==> src/rtl/core/ecpb_pkg.sv <==
`default_nettype none

package ecpb_pkg;

  // Configuration register indexes on the write port.
  localparam int unsigned CfgIdxW = 3;
  typedef enum logic [CfgIdxW-1:0] {
    CFG_EVENT_TARGET   = 3'd0,
    CFG_PULSE_COUNT    = 3'd1,
    CFG_DEBOUNCE_TICKS = 3'd2,
    CFG_ON_TICKS       = 3'd3,
    CFG_OFF_TICKS      = 3'd4
  } cfg_idx_e;

  localparam int unsigned CfgDataW = 16;
  localparam int unsigned CountW   = 8;
  localparam int unsigned PulseW   = 4;
  localparam int unsigned TimerW   = 16;

  // Values after reset.
  localparam logic [CountW-1:0] EventTargetRst   = 8'd10;
  localparam logic [PulseW-1:0] PulseCountRst    = 4'd4;
  localparam logic [TimerW-1:0] DebounceTicksRst = 16'd50;
  localparam logic [TimerW-1:0] OnTicksRst       = 16'd10000;
  localparam logic [TimerW-1:0] OffTicksRst      = 16'd15000;

  typedef struct packed {
    logic [CountW-1:0] event_target;
    logic [PulseW-1:0] pulse_count;
    logic [TimerW-1:0] debounce_ticks;
    logic [TimerW-1:0] on_ticks;
    logic [TimerW-1:0] off_ticks;
  } cfg_t;

  typedef struct packed {
    logic              drive_out;
    logic              led_out;
    logic              cpu_signal;
    logic [CountW-1:0] events_so_far;
  } res_t;

  // Sequencer phases, one-hot.
  typedef enum logic [3:0] {
    PH_IDLE = 4'b0001,
    PH_WAIT = 4'b0010,
    PH_ON   = 4'b0100,
    PH_OFF  = 4'b1000
  } phase_e;

endpackage

`default_nettype wire

==> src/rtl/core/ecpb_cfg.sv <==
`default_nettype none

module ecpb_cfg (
  input  wire logic                           clk_i,
  input  wire logic                           rst_ni,
  input  wire logic                           cfg_we_i,
  input  wire logic [ecpb_pkg::CfgIdxW-1:0]   cfg_idx_i,
  input  wire logic [ecpb_pkg::CfgDataW-1:0]  cfg_data_i,
  output ecpb_pkg::cfg_t                      cfg_o
);

  ecpb_pkg::cfg_t cfg_q, cfg_d;

  always_comb begin
    cfg_d = cfg_q;
    if (cfg_we_i) begin
      case (cfg_idx_i)
        ecpb_pkg::CFG_EVENT_TARGET:
          cfg_d.event_target = cfg_data_i[ecpb_pkg::CountW-1:0];
        ecpb_pkg::CFG_PULSE_COUNT:
          cfg_d.pulse_count = cfg_data_i[ecpb_pkg::PulseW-1:0];
        ecpb_pkg::CFG_DEBOUNCE_TICKS:
          cfg_d.debounce_ticks = cfg_data_i[ecpb_pkg::TimerW-1:0];
        ecpb_pkg::CFG_ON_TICKS:
          cfg_d.on_ticks = cfg_data_i[ecpb_pkg::TimerW-1:0];
        ecpb_pkg::CFG_OFF_TICKS:
          cfg_d.off_ticks = cfg_data_i[ecpb_pkg::TimerW-1:0];
        default: cfg_d = cfg_q;
      endcase
    end
  end

  always_ff @(posedge clk_i or negedge rst_ni) begin
    if (!rst_ni) begin
      cfg_q.event_target   <= ecpb_pkg::EventTargetRst;
      cfg_q.pulse_count    <= ecpb_pkg::PulseCountRst;
      cfg_q.debounce_ticks <= ecpb_pkg::DebounceTicksRst;
      cfg_q.on_ticks       <= ecpb_pkg::OnTicksRst;
      cfg_q.off_ticks      <= ecpb_pkg::OffTicksRst;
    end else begin
      cfg_q <= cfg_d;
    end
  end

  assign cfg_o = cfg_q;

endmodule

`default_nettype wire

==> src/rtl/core/ecpb_seq.sv <==
`default_nettype none

module ecpb_seq (
  input  wire logic  clk_i,
  input  wire logic  rst_ni,
  input  wire logic  step_i,
  input  wire logic  pin_a_i,
  input  wire logic  pin_b_i,
  input  wire ecpb_pkg::cfg_t cfg_i,
  output ecpb_pkg::res_t res_o
);

  localparam int unsigned CountW = ecpb_pkg::CountW;
  localparam int unsigned PulseW = ecpb_pkg::PulseW;
  localparam int unsigned TimerW = ecpb_pkg::TimerW;

  ecpb_pkg::phase_e    phase_q, phase_d;
  logic [CountW-1:0]   count_q, count_d;
  logic [PulseW-1:0]   pidx_q, pidx_d;
  logic [TimerW-1:0]   timer_q, timer_d;
  logic                cpu_q, cpu_d;
  logic                drive_q, drive_d;

  logic [TimerW-1:0]   on_load, off_load, timer_dec;
  logic [PulseW-1:0]   pidx_inc;
  logic                target_hit, burst_empty;

  // A zero on or off time behaves as one tick.
  assign on_load    = (cfg_i.on_ticks == '0) ? '0 : cfg_i.on_ticks - TimerW'(1);
  assign off_load   = (cfg_i.off_ticks == '0) ? '0 : cfg_i.off_ticks - TimerW'(1);
  assign timer_dec  = timer_q - TimerW'(1);
  assign pidx_inc   = pidx_q + PulseW'(1);
  assign target_hit = (count_q >= cfg_i.event_target);
  assign burst_empty = (cfg_i.pulse_count == '0);

  always_comb begin
    phase_d = phase_q;
    count_d = count_q;
    pidx_d  = pidx_q;
    timer_d = timer_q;
    cpu_d   = cpu_q;
    drive_d = drive_q;
    case (phase_q)
      ecpb_pkg::PH_IDLE: begin
        if (target_hit) begin
          count_d = '0;
          pidx_d  = '0;
          if (burst_empty) begin
            drive_d = 1'b0;
          end else begin
            drive_d = 1'b1;
            timer_d = on_load;
            phase_d = ecpb_pkg::PH_ON;
          end
        end else if (!pin_a_i && !pin_b_i) begin
          count_d = count_q + CountW'(1);
          cpu_d   = 1'b1;
          timer_d = cfg_i.debounce_ticks;
          phase_d = ecpb_pkg::PH_WAIT;
        end
      end
      ecpb_pkg::PH_WAIT: begin
        if (timer_q != '0) begin
          timer_d = timer_dec;
        end else if (pin_a_i && pin_b_i) begin
          cpu_d = 1'b0;
          if (target_hit) begin
            count_d = '0;
            pidx_d  = '0;
            if (burst_empty) begin
              drive_d = 1'b0;
              phase_d = ecpb_pkg::PH_IDLE;
            end else begin
              drive_d = 1'b1;
              timer_d = on_load;
              phase_d = ecpb_pkg::PH_ON;
            end
          end else begin
            phase_d = ecpb_pkg::PH_IDLE;
          end
        end
      end
      ecpb_pkg::PH_ON: begin
        if (timer_q != '0) begin
          timer_d = timer_dec;
        end else begin
          drive_d = 1'b0;
          timer_d = off_load;
          phase_d = ecpb_pkg::PH_OFF;
        end
      end
      ecpb_pkg::PH_OFF: begin
        if (timer_q != '0) begin
          timer_d = timer_dec;
        end else if (pidx_inc >= cfg_i.pulse_count || pidx_inc == '0) begin
          pidx_d  = '0;
          drive_d = 1'b0;
          phase_d = ecpb_pkg::PH_IDLE;
        end else begin
          pidx_d  = pidx_inc;
          drive_d = 1'b1;
          timer_d = on_load;
          phase_d = ecpb_pkg::PH_ON;
        end
      end
      default: begin
        phase_d = ecpb_pkg::PH_IDLE;
        drive_d = 1'b0;
      end
    endcase
  end

  always_ff @(posedge clk_i or negedge rst_ni) begin
    if (!rst_ni) begin
      phase_q <= ecpb_pkg::PH_IDLE;
      count_q <= '0;
      pidx_q  <= '0;
      timer_q <= '0;
      cpu_q   <= 1'b0;
      drive_q <= 1'b0;
    end else if (step_i) begin
      phase_q <= phase_d;
      count_q <= count_d;
      pidx_q  <= pidx_d;
      timer_q <= timer_d;
      cpu_q   <= cpu_d;
      drive_q <= drive_d;
    end
  end

  // The result is the state after the tick.
  assign res_o.drive_out     = drive_d;
  assign res_o.led_out       = drive_d;
  assign res_o.cpu_signal    = cpu_d;
  assign res_o.events_so_far = count_d;

endmodule

`default_nettype wire

==> src/rtl/core/encoder_count_pulse_burst.sv <==
// Channel   | Direction | Ports           | Payload (lowest bit first)
// ----------+-----------+-----------------+---------------------------------------------
// s_axis    | in        | tvalid/tready   | tdata[7:0]: pin_a, pin_b, zero pad
// m_axis    | out       | tvalid/tready   | tdata[15:0]: drive_out, led_out, cpu_signal,
//           |           |                 |   events_so_far[7:0], zero pad
// cfg       | in        | we/idx/data     | 0 event_target, 1 pulse_count,
//           |           |                 |   2 debounce_ticks, 3 on_ticks, 4 off_ticks
//
// Each tick moves from its input transaction into the input register, then on
// through the sequencer step into the result register. A new tick is accepted
// every cycle while the result side keeps taking transactions.
// The sequencer state only advances when a tick moves into the result register,
// so a stall on the output holds the tick in the input register and no state is
// lost. Reset returns the sequencer to idle with the count, timer and levels at
// zero and loads the configuration defaults.

`default_nettype none

module encoder_count_pulse_burst (
  input  wire logic                          clk_i,
  input  wire logic                          rst_ni,
  // Input ticks.
  input  wire logic                          s_axis_tvalid,
  output      logic                          s_axis_tready,
  input  wire logic [7:0]                    s_axis_tdata,  // pin_a, pin_b
  // Results.
  output      logic                          m_axis_tvalid,
  input  wire logic                          m_axis_tready,
  output      logic [15:0]                   m_axis_tdata,  // drive, led, cpu, events[7:0]
  // Configuration writes.
  input  wire logic                          cfg_we_i,
  input  wire logic [ecpb_pkg::CfgIdxW-1:0]  cfg_idx_i,
  input  wire logic [ecpb_pkg::CfgDataW-1:0] cfg_data_i
);

  localparam int unsigned ResW = $bits(ecpb_pkg::res_t);

  ecpb_pkg::cfg_t cfg;
  ecpb_pkg::res_t res_next;

  // Input register.
  logic       in_vld_q;
  logic [1:0] pins_q;

  // Result register.
  logic           out_vld_q;
  ecpb_pkg::res_t res_q;

  logic advance;

  // A held tick moves on when the result slot is empty or being emptied.
  assign advance       = in_vld_q && (!out_vld_q || m_axis_tready);
  assign s_axis_tready = !in_vld_q || advance;

  always_ff @(posedge clk_i or negedge rst_ni) begin
    if (!rst_ni) begin
      in_vld_q <= 1'b0;
    end else if (s_axis_tready) begin
      in_vld_q <= s_axis_tvalid;
    end
  end

  always_ff @(posedge clk_i) begin
    if (s_axis_tready && s_axis_tvalid) begin
      pins_q <= s_axis_tdata[1:0];
    end
  end

  ecpb_cfg u_cfg (
    .clk_i      (clk_i),
    .rst_ni     (rst_ni),
    .cfg_we_i   (cfg_we_i),
    .cfg_idx_i  (cfg_idx_i),
    .cfg_data_i (cfg_data_i),
    .cfg_o      (cfg)
  );

  ecpb_seq u_seq (
    .clk_i   (clk_i),
    .rst_ni  (rst_ni),
    .step_i  (advance),
    .pin_a_i (pins_q[0]),
    .pin_b_i (pins_q[1]),
    .cfg_i   (cfg),
    .res_o   (res_next)
  );

  always_ff @(posedge clk_i or negedge rst_ni) begin
    if (!rst_ni) begin
      out_vld_q <= 1'b0;
    end else if (advance) begin
      out_vld_q <= 1'b1;
    end else if (m_axis_tready) begin
      out_vld_q <= 1'b0;
    end
  end

  always_ff @(posedge clk_i) begin
    if (advance) begin
      res_q <= res_next;
    end
  end

  assign m_axis_tvalid = out_vld_q;
  assign m_axis_tdata  = {(16 - ResW)'(0),
                          res_q.events_so_far,
                          res_q.cpu_signal,
                          res_q.led_out,
                          res_q.drive_out};

endmodule

`default_nettype wire
==> config.mk <==
export PLATFORM = sky130hd
export DESIGN_NAME = encoder_count_pulse_burst
export DESIGN_NICKNAME = d
export VERILOG_FILES = /design/src/rtl/core/ecpb_pkg.sv /design/src/rtl/core/ecpb_cfg.sv /design/src/rtl/core/ecpb_seq.sv /design/src/rtl/core/encoder_count_pulse_burst.sv
export SDC_FILE = /design/constraint.sdc
export NUM_CORES = 1
export LEC_CHECK = 0
export BUFFER_PORTS_ARGS = -buffer_cell sky130_fd_sc_hd__buf_2
export CAP_MARGIN = 15
export CORE_UTILIZATION = 24
export DETAILED_ROUTE_END_ITERATION = 8
export HOLD_SLACK_MARGIN = 0.03
export PLACE_DENSITY = 0.5
export SYNTH_ARGS = -nofsm -noshare
export SYNTH_HDL_FRONTEND = slang
export SYNTH_HIERARCHICAL = 1
export SYNTH_SLANG_ARGS = --single-unit
==> constraint.sdc <==
create_clock -name clk_i -period 5.3 [get_ports clk_i]
set_input_delay 0.265 -clock clk_i [delete_from_list [all_inputs] [get_ports clk_i]]
set_output_delay 0.265 -clock clk_i [all_outputs]
set_load 0.005 [all_outputs]
Word level (Yosys, flattened, before mapping) --
Cells that the tools add are included.
Word-level totals: bits in registers 108, bits of input ports 32, logic and storage cells 119
Cells by class: add/subtract/negate cells 5, order comparisons 2, eq/ne operators 17, muxes and demuxes 50, reductions and logical operators 28
Operators with widths (number):
- $mux 16 | 11
- $pmux 16 s4 | 1
- $mux 4 | 12
- $sub 16x1->16 const B | 3
- $mux 8 | 5
- $logic_not 16->1 | 2
- $pmux 4 s4 | 1
- $pmux 8 s2 | 1
- $reduce_bool 16->1 | 1
- $mux 1 | 13
- $pmux 4 s3 | 1
- $reduce_and 2->1 | 5
- $mux 3 | 3
- $ne 3x1->1 const B | 3
- $add 8x1->8 const B | 1
- $ge 8x8->1 | 1
- $logic_not 4->1 | 2
- $reduce_and 7->1 | 1
- $eq 3x2->1 const B | 2
- $ne 2x2->1 const B | 3
- $reduce_and 6->1 | 1
- $reduce_and 5->1 | 1
- $add 4x1->4 const B | 1
- $eq 4x1->1 const B | 1
- 18 further kinds | 26

Longest topological paths before layout --
word-level depth 7, gate-level depth with buffers 11, mapped depth without buffers 9

Hierarchy --
The synthesis kept the hierarchy.
Modules (own cells, without submodules):
- ecpb_seq | times used 1, cells an instance 543, area an instance 4050.1 um2
- ecpb_cfg | times used 1, cells an instance 130, area an instance 2416.1 um2
- encoder_count_pulse_burst | times used 1, cells an instance 27, area an instance 535.5 um2

Worst setup path before layout --
Ideal clock, no wire load.
path type register to register, start register u_cfg.cfg_q, in the netlist u_cfg/cfg_o[53], end register u_seq.phase_q[2], library setup time 0.125 ns, arrival 2.361 ns, data required time 5.175 ns, slack 2.814 ns, cell stages (with the launch flop) 10, period minus slack after synthesis 2.486 ns, cells stage by stage dfstp_2 inv_1 ha_1 o21ai_0 o21ai_0 a21o_1 clkbuf_1 o21ai_0 a211oi_2 mux2_2
On the way: longest elaborated chain between the ends 5, elaborated cells between the ends (all ways) 9
RTL lines:
- start: declaration | RTL line ecpb_cfg.sv:12 | ecpb_pkg::cfg_t cfg_q, cfg_d;
- start signal: assignment | RTL line ecpb_cfg.sv:41 | cfg_q <= cfg_d;
- $ge 8x8->1 * | RTL line ecpb_seq.sv:33 | assign target_hit = (count_q >= cfg_i.event_target);
- $mux 3 | RTL line ecpb_seq.sv:67 | if (target_hit) begin
- $mux 4 | RTL line ecpb_seq.sv:65 | end else if (pin_a_i && pin_b_i) begin
- $mux 4 | RTL line ecpb_seq.sv:63 | if (timer_q != '0) begin
- $pmux 4 s4 | RTL line ecpb_seq.sv:43 | case (phase_q)
- end signal: assignment | RTL line ecpb_seq.sv:115 | phase_q <= ecpb_pkg::PH_IDLE;
- end signal: assignment | RTL line ecpb_seq.sv:122 | phase_q <= phase_d;
- end: declaration | RTL line ecpb_seq.sv:17 | ecpb_pkg::phase_e phase_q, phase_d;
Mark *: on every way between the ends. The rest lies on a longest branch, timed or not. The select of a mux whose other input is x is not followed. A chain may end at the register's enable or synchronous reset.

Worst setup path after layout --
start register u_seq.timer_q[0], end register u_seq.timer_q[6]
On the way: longest elaborated chain between the ends 3, elaborated cells between the ends (all ways) 10
RTL lines:
- start: declaration | RTL line ecpb_seq.sv:20 | logic [TimerW-1:0] timer_q, timer_d;
- start signal: assignment | RTL line ecpb_seq.sv:125 | timer_q <= timer_d;
- $sub 16x1->16 / $reduce_bool 16->1 (equally long branches)
- $mux 16, or another cell as far along | RTL line ecpb_seq.sv:93 | if (timer_q != '0) begin
- $pmux 16 s4 / $reduce_and 6->1 (equally long branches)
Several ways; a longest one is shown, not always the timed one.

==> flow_metrics.py <==
metrics = {
    "final_layout": {
        "diodes": 0,
        "final_cell_area_mm2": 0.00775,
        "drive_gt1_share_pct": 23.6,
        "synthToLayoutAreaGrowth_pct": 10.7,
        "num-nets-final": 765,
        "layout.filler_cells": 3073,
        "finalNonFillerCells": 1103,
    },
    "synthesis": {
        "yosys.area.top_type": "dfrtp_1",
        "netlist_top_cells_count": "77 x dfrtp_1, 53 x o21ai_0, 51 x nand2_1, 48 x nor2_1, 45 x mux2_2",
        "avgSynthCellArea_um2": 10.0,
        "netlist_top_cells_area": "dfrtp_1 28%, mux2_2 7.2%, dfstp_2 7.1%",
        "yosysMostFrequentCell": "dfrtp_1",
        "syn_area_mm2": 0.00700,
        "synth_edf_count": 13,
        "synth_cells": 700,
        "yosysUniqueCellTypes": 83,
        "yosysSeqAreaShare_pct": 40.2,
        "netlist.area_leader.share_pct": 27.5,
        "synthArstFlopShare_pct": 88.1,
        "synth_ff_type": "dfrtp_1",
        "synth_warnings": 6,
        "ys_seq_elements": 109,
    },
    "sta": {
        "skew_ns": 0.00447,
        "fmax_mhz": 300,
        "finalSetupTns_ns": 0,
        "finalSetupViolations": 0,
        "tightestPinTransition_ns": 1.11,
        "fin_crit_sh_pct": 62.8,
        "hold_viol_final": 0,
        "grt_setup_unrepaired": "no",
        "drv_slew": 0,
        "period_minus_slack_ns": 3.33,
        "max_slew_margin_pct": 26.1,
    },
    "power": {
        "p_seq_share_pct": 39.7,
        "internal_power_uw": 2050,
        "pwr-share-clk_pct": 18.5,
        "p_leak_uw": 0.00300,
        "power_density_mw_per_mm2": 458,
        "combPwrFrac_pct": 41.8,
        "vdd.ir_drop.worst_mv": 0.184,
        "p_sw_share_pct": 42.3,
        "p_sw_uw": 1500,
    },
    "place": {
        "dpl-instance-area_mm2": 0.00746,
        "hpwlAfterDp_um": 13800,
        "io_buffers": 38,
        "dp.cells": 1086,
        "globalplace.congestion": 0.817,
    },
    "global_routing": {
        "antenna_found_initial": 0,
        "grt.total_usage_pct": 12.7,
        "globalRoute.totalOverflow": 0,
        "grt_pass1_wl_um": 30200,
        "grt_max_degree": 71,
        "grt_pass1_vias": 5277,
    },
    "route": {
        "wl_per_cell_um": 17.0,
        "post_drt_via_cell_ratio": 5.03,
        "drt_iter0_drc": 412,
        "routed_wl_um": 18700,
        "vias": 5550,
        "post-route-drc-count": 0,
        "ant_nets": 0,
        "drt_first_pass_iters": 5,
    },
    "worst_setup_path": {
        "critPathLaunchType": "flip-flop",
        "cp-end-kind": "flip-flop",
        "critPathRequiredTime_ns": 5.51,
        "cp_max_fo": 17,
        "critPathKind": "flip-flop to flip-flop",
        "cp.arrival_ns": 3.54,
    },
    "clock_tree": {
        "clk_pin_slew_ns": 0.08,
        "insertion_delay_ns": 0.35,
        "clock-root-buffer": "clkbuf_16",
        "h-tree-depth": 3,
        "cts_sinks": 109,
        "clk_path_buf_depth": 2,
        "cts-buffers-inserted": 9,
        "post_cts_buffers": 0,
        "cts_tree": "done",
    },
    "flow_run": {
        "maxCapViolations": 0,
    },
    "die": {
        "std_cell_rows": 62,
        "dieArea_mm2": 0.0299,
        "core_area_mm2": 0.0287,
        "start_util_pct": 24.4,
        "fp.dieH_um": 173,
        "die_x_um": 173,
        "pin_count": 50,
    },
    "outcome": {
        "status": "finished, final reports clean",
    },
    "min_path": {
        "hold_class": "primary input to flip-flop",
    },
}
[final timing paths]
| check | startpoint | depth (start not counted) | end | slack [ns] |
|---|---|---|---|---|
| max | u_seq/timer_q[0]$_DFFE_PN0P_ | 9 | u_seq/timer_q[6]$_DFFE_PN0P_ | 1.97 |
| min | s_axis_tdata[0] | 1 | pins_q[0]$_DFFE_PP_ | 0.08 |
| max reg2reg | u_seq/timer_q[0]$_DFFE_PN0P_ | 9 | u_seq/timer_q[6]$_DFFE_PN0P_ | 1.97 |
| min reg2reg | u_cfg/cfg_o[54]$_DFFE_PN0P_ | 1 | u_cfg/cfg_o[54]$_DFFE_PN0P_ | 0.51 |
| max in group asynchronous | rst_ni | 3 | u_seq/pidx_q[0]$_DFFE_PN0P_ | 3.72 |
| min in group asynchronous | rst_ni | 2 | u_cfg/cfg_o[10]$_DFFE_PN0P_ | 0.37 |
[flip-flops by register name, indices dropped and copies added (netlist names)]
name	count
in_vld_q	1
u_seq/pidx_q	4
u_seq/cpu_q	1
pins_q	2
u_seq/drive_q	1
u_seq/count_q	8
m_axis_tvalid	1
u_cfg/cfg_o	60
u_seq/timer_q	16
u_seq/phase_q	4
m_axis_tdata	11
[cell families after synthesis]
family / count (synthesis) / synth area share, %
compound gates: 181 / 16.6
buf+inv: 68 / 5.13
mux: 67 / 11.8
fa+ha+maj: 19 / 3.40
flops: 109 / 40.2
other cells: 1 / 0.0536
simple gates: 224 / 18.9
xor+xnor: 31 / 3.88
[metrics by stage]
step                setup WS (ns)  power, uW  hold slack (ns)  util, %
floorplan                    2.81       2470          -0.0306        -
global placement             2.04       2870            0.209     26.0
detailed placement           2.04       2880            0.209     26.0
CTS                          2.03       3560           0.0680     27.0
global route                 1.75       3810           0.0695     27.0
finish                       1.97       3550           0.0819     27.0
[critical path, stage by stage (launching register included)]
cell and delay, ns:
dfrtp_1 0.45, inv_1 0.11, ha_1 0.22, nor4b_4 0.38, nand2_1 0.31, nor3_4 0.69, o211ai_2 0.20, and3_1 0.44
o2111ai_1 0.21, o311ai_0 0.16
[layer usage]
metal	vias to the layer above	track usage, %	wire length, um
li1	2621	-	-
met1	2739	17.9	8900
met2	169	19.8	8490
met3	21	1.98	916
met4	0	4.42	397
met5	-	0	0
[power by group through the flow]
stage / logic, uW / clock network, uW / registers, uW
final: 1480 / 659 / 1410
after global routing: 1650 / 709 / 1450
after CTS: 1470 / 684 / 1400
after detailed placement: 1470 / 0 / 1420
after global placement: 1460 / 0 / 1410
after floorplan: 1180 / 0 / 1290
[what timing repair did]
action	CTS	global route
hold endpoints to repair	24	0
hold buffers	1	0
gates resized for setup	0	0
[placed cells by master, fill, tap and decap left out, drive strengths merged, types with 5 or more instances in the layout]
cell type   n
a211oi      8
edfxtp     13
inv        26
dfstp      19
xor2       10
nand3      16
xnor2      21
or4         5
nand2      52
nor3b       7
and3        5
a21oi      33
o211ai     14
and2        7
conb        5
a31oi      12
o22ai      11
clkbuf     10
o21a        5
nor2       49
ha         19
nor3       26
nand4       8
nand2b      8
dfrtp      77
or3         7
nor4       15
nor4b       5
mux2       65
buf        42
a221oi      8
o31ai       5
o21ai      59
[final cells by class]
| class | instances | area [um2] | share of cell area (%) |
|---|---|---|---|
| sequential | 109 | 2820 | 36.3 |
| clock inverter | 6 | 43.8 | 0.565 |
| inverter | 24 | 90.1 | 1.16 |
| tap | 384 | 480 | 6.20 |
| multi-input combinational | 527 | 3850 | 49.6 |
| timing repair buffer | 43 | 233 | 3.00 |
| clock buffer | 10 | 239 | 3.08 |
No activity file was read; power rests on OpenSTA's default activity.
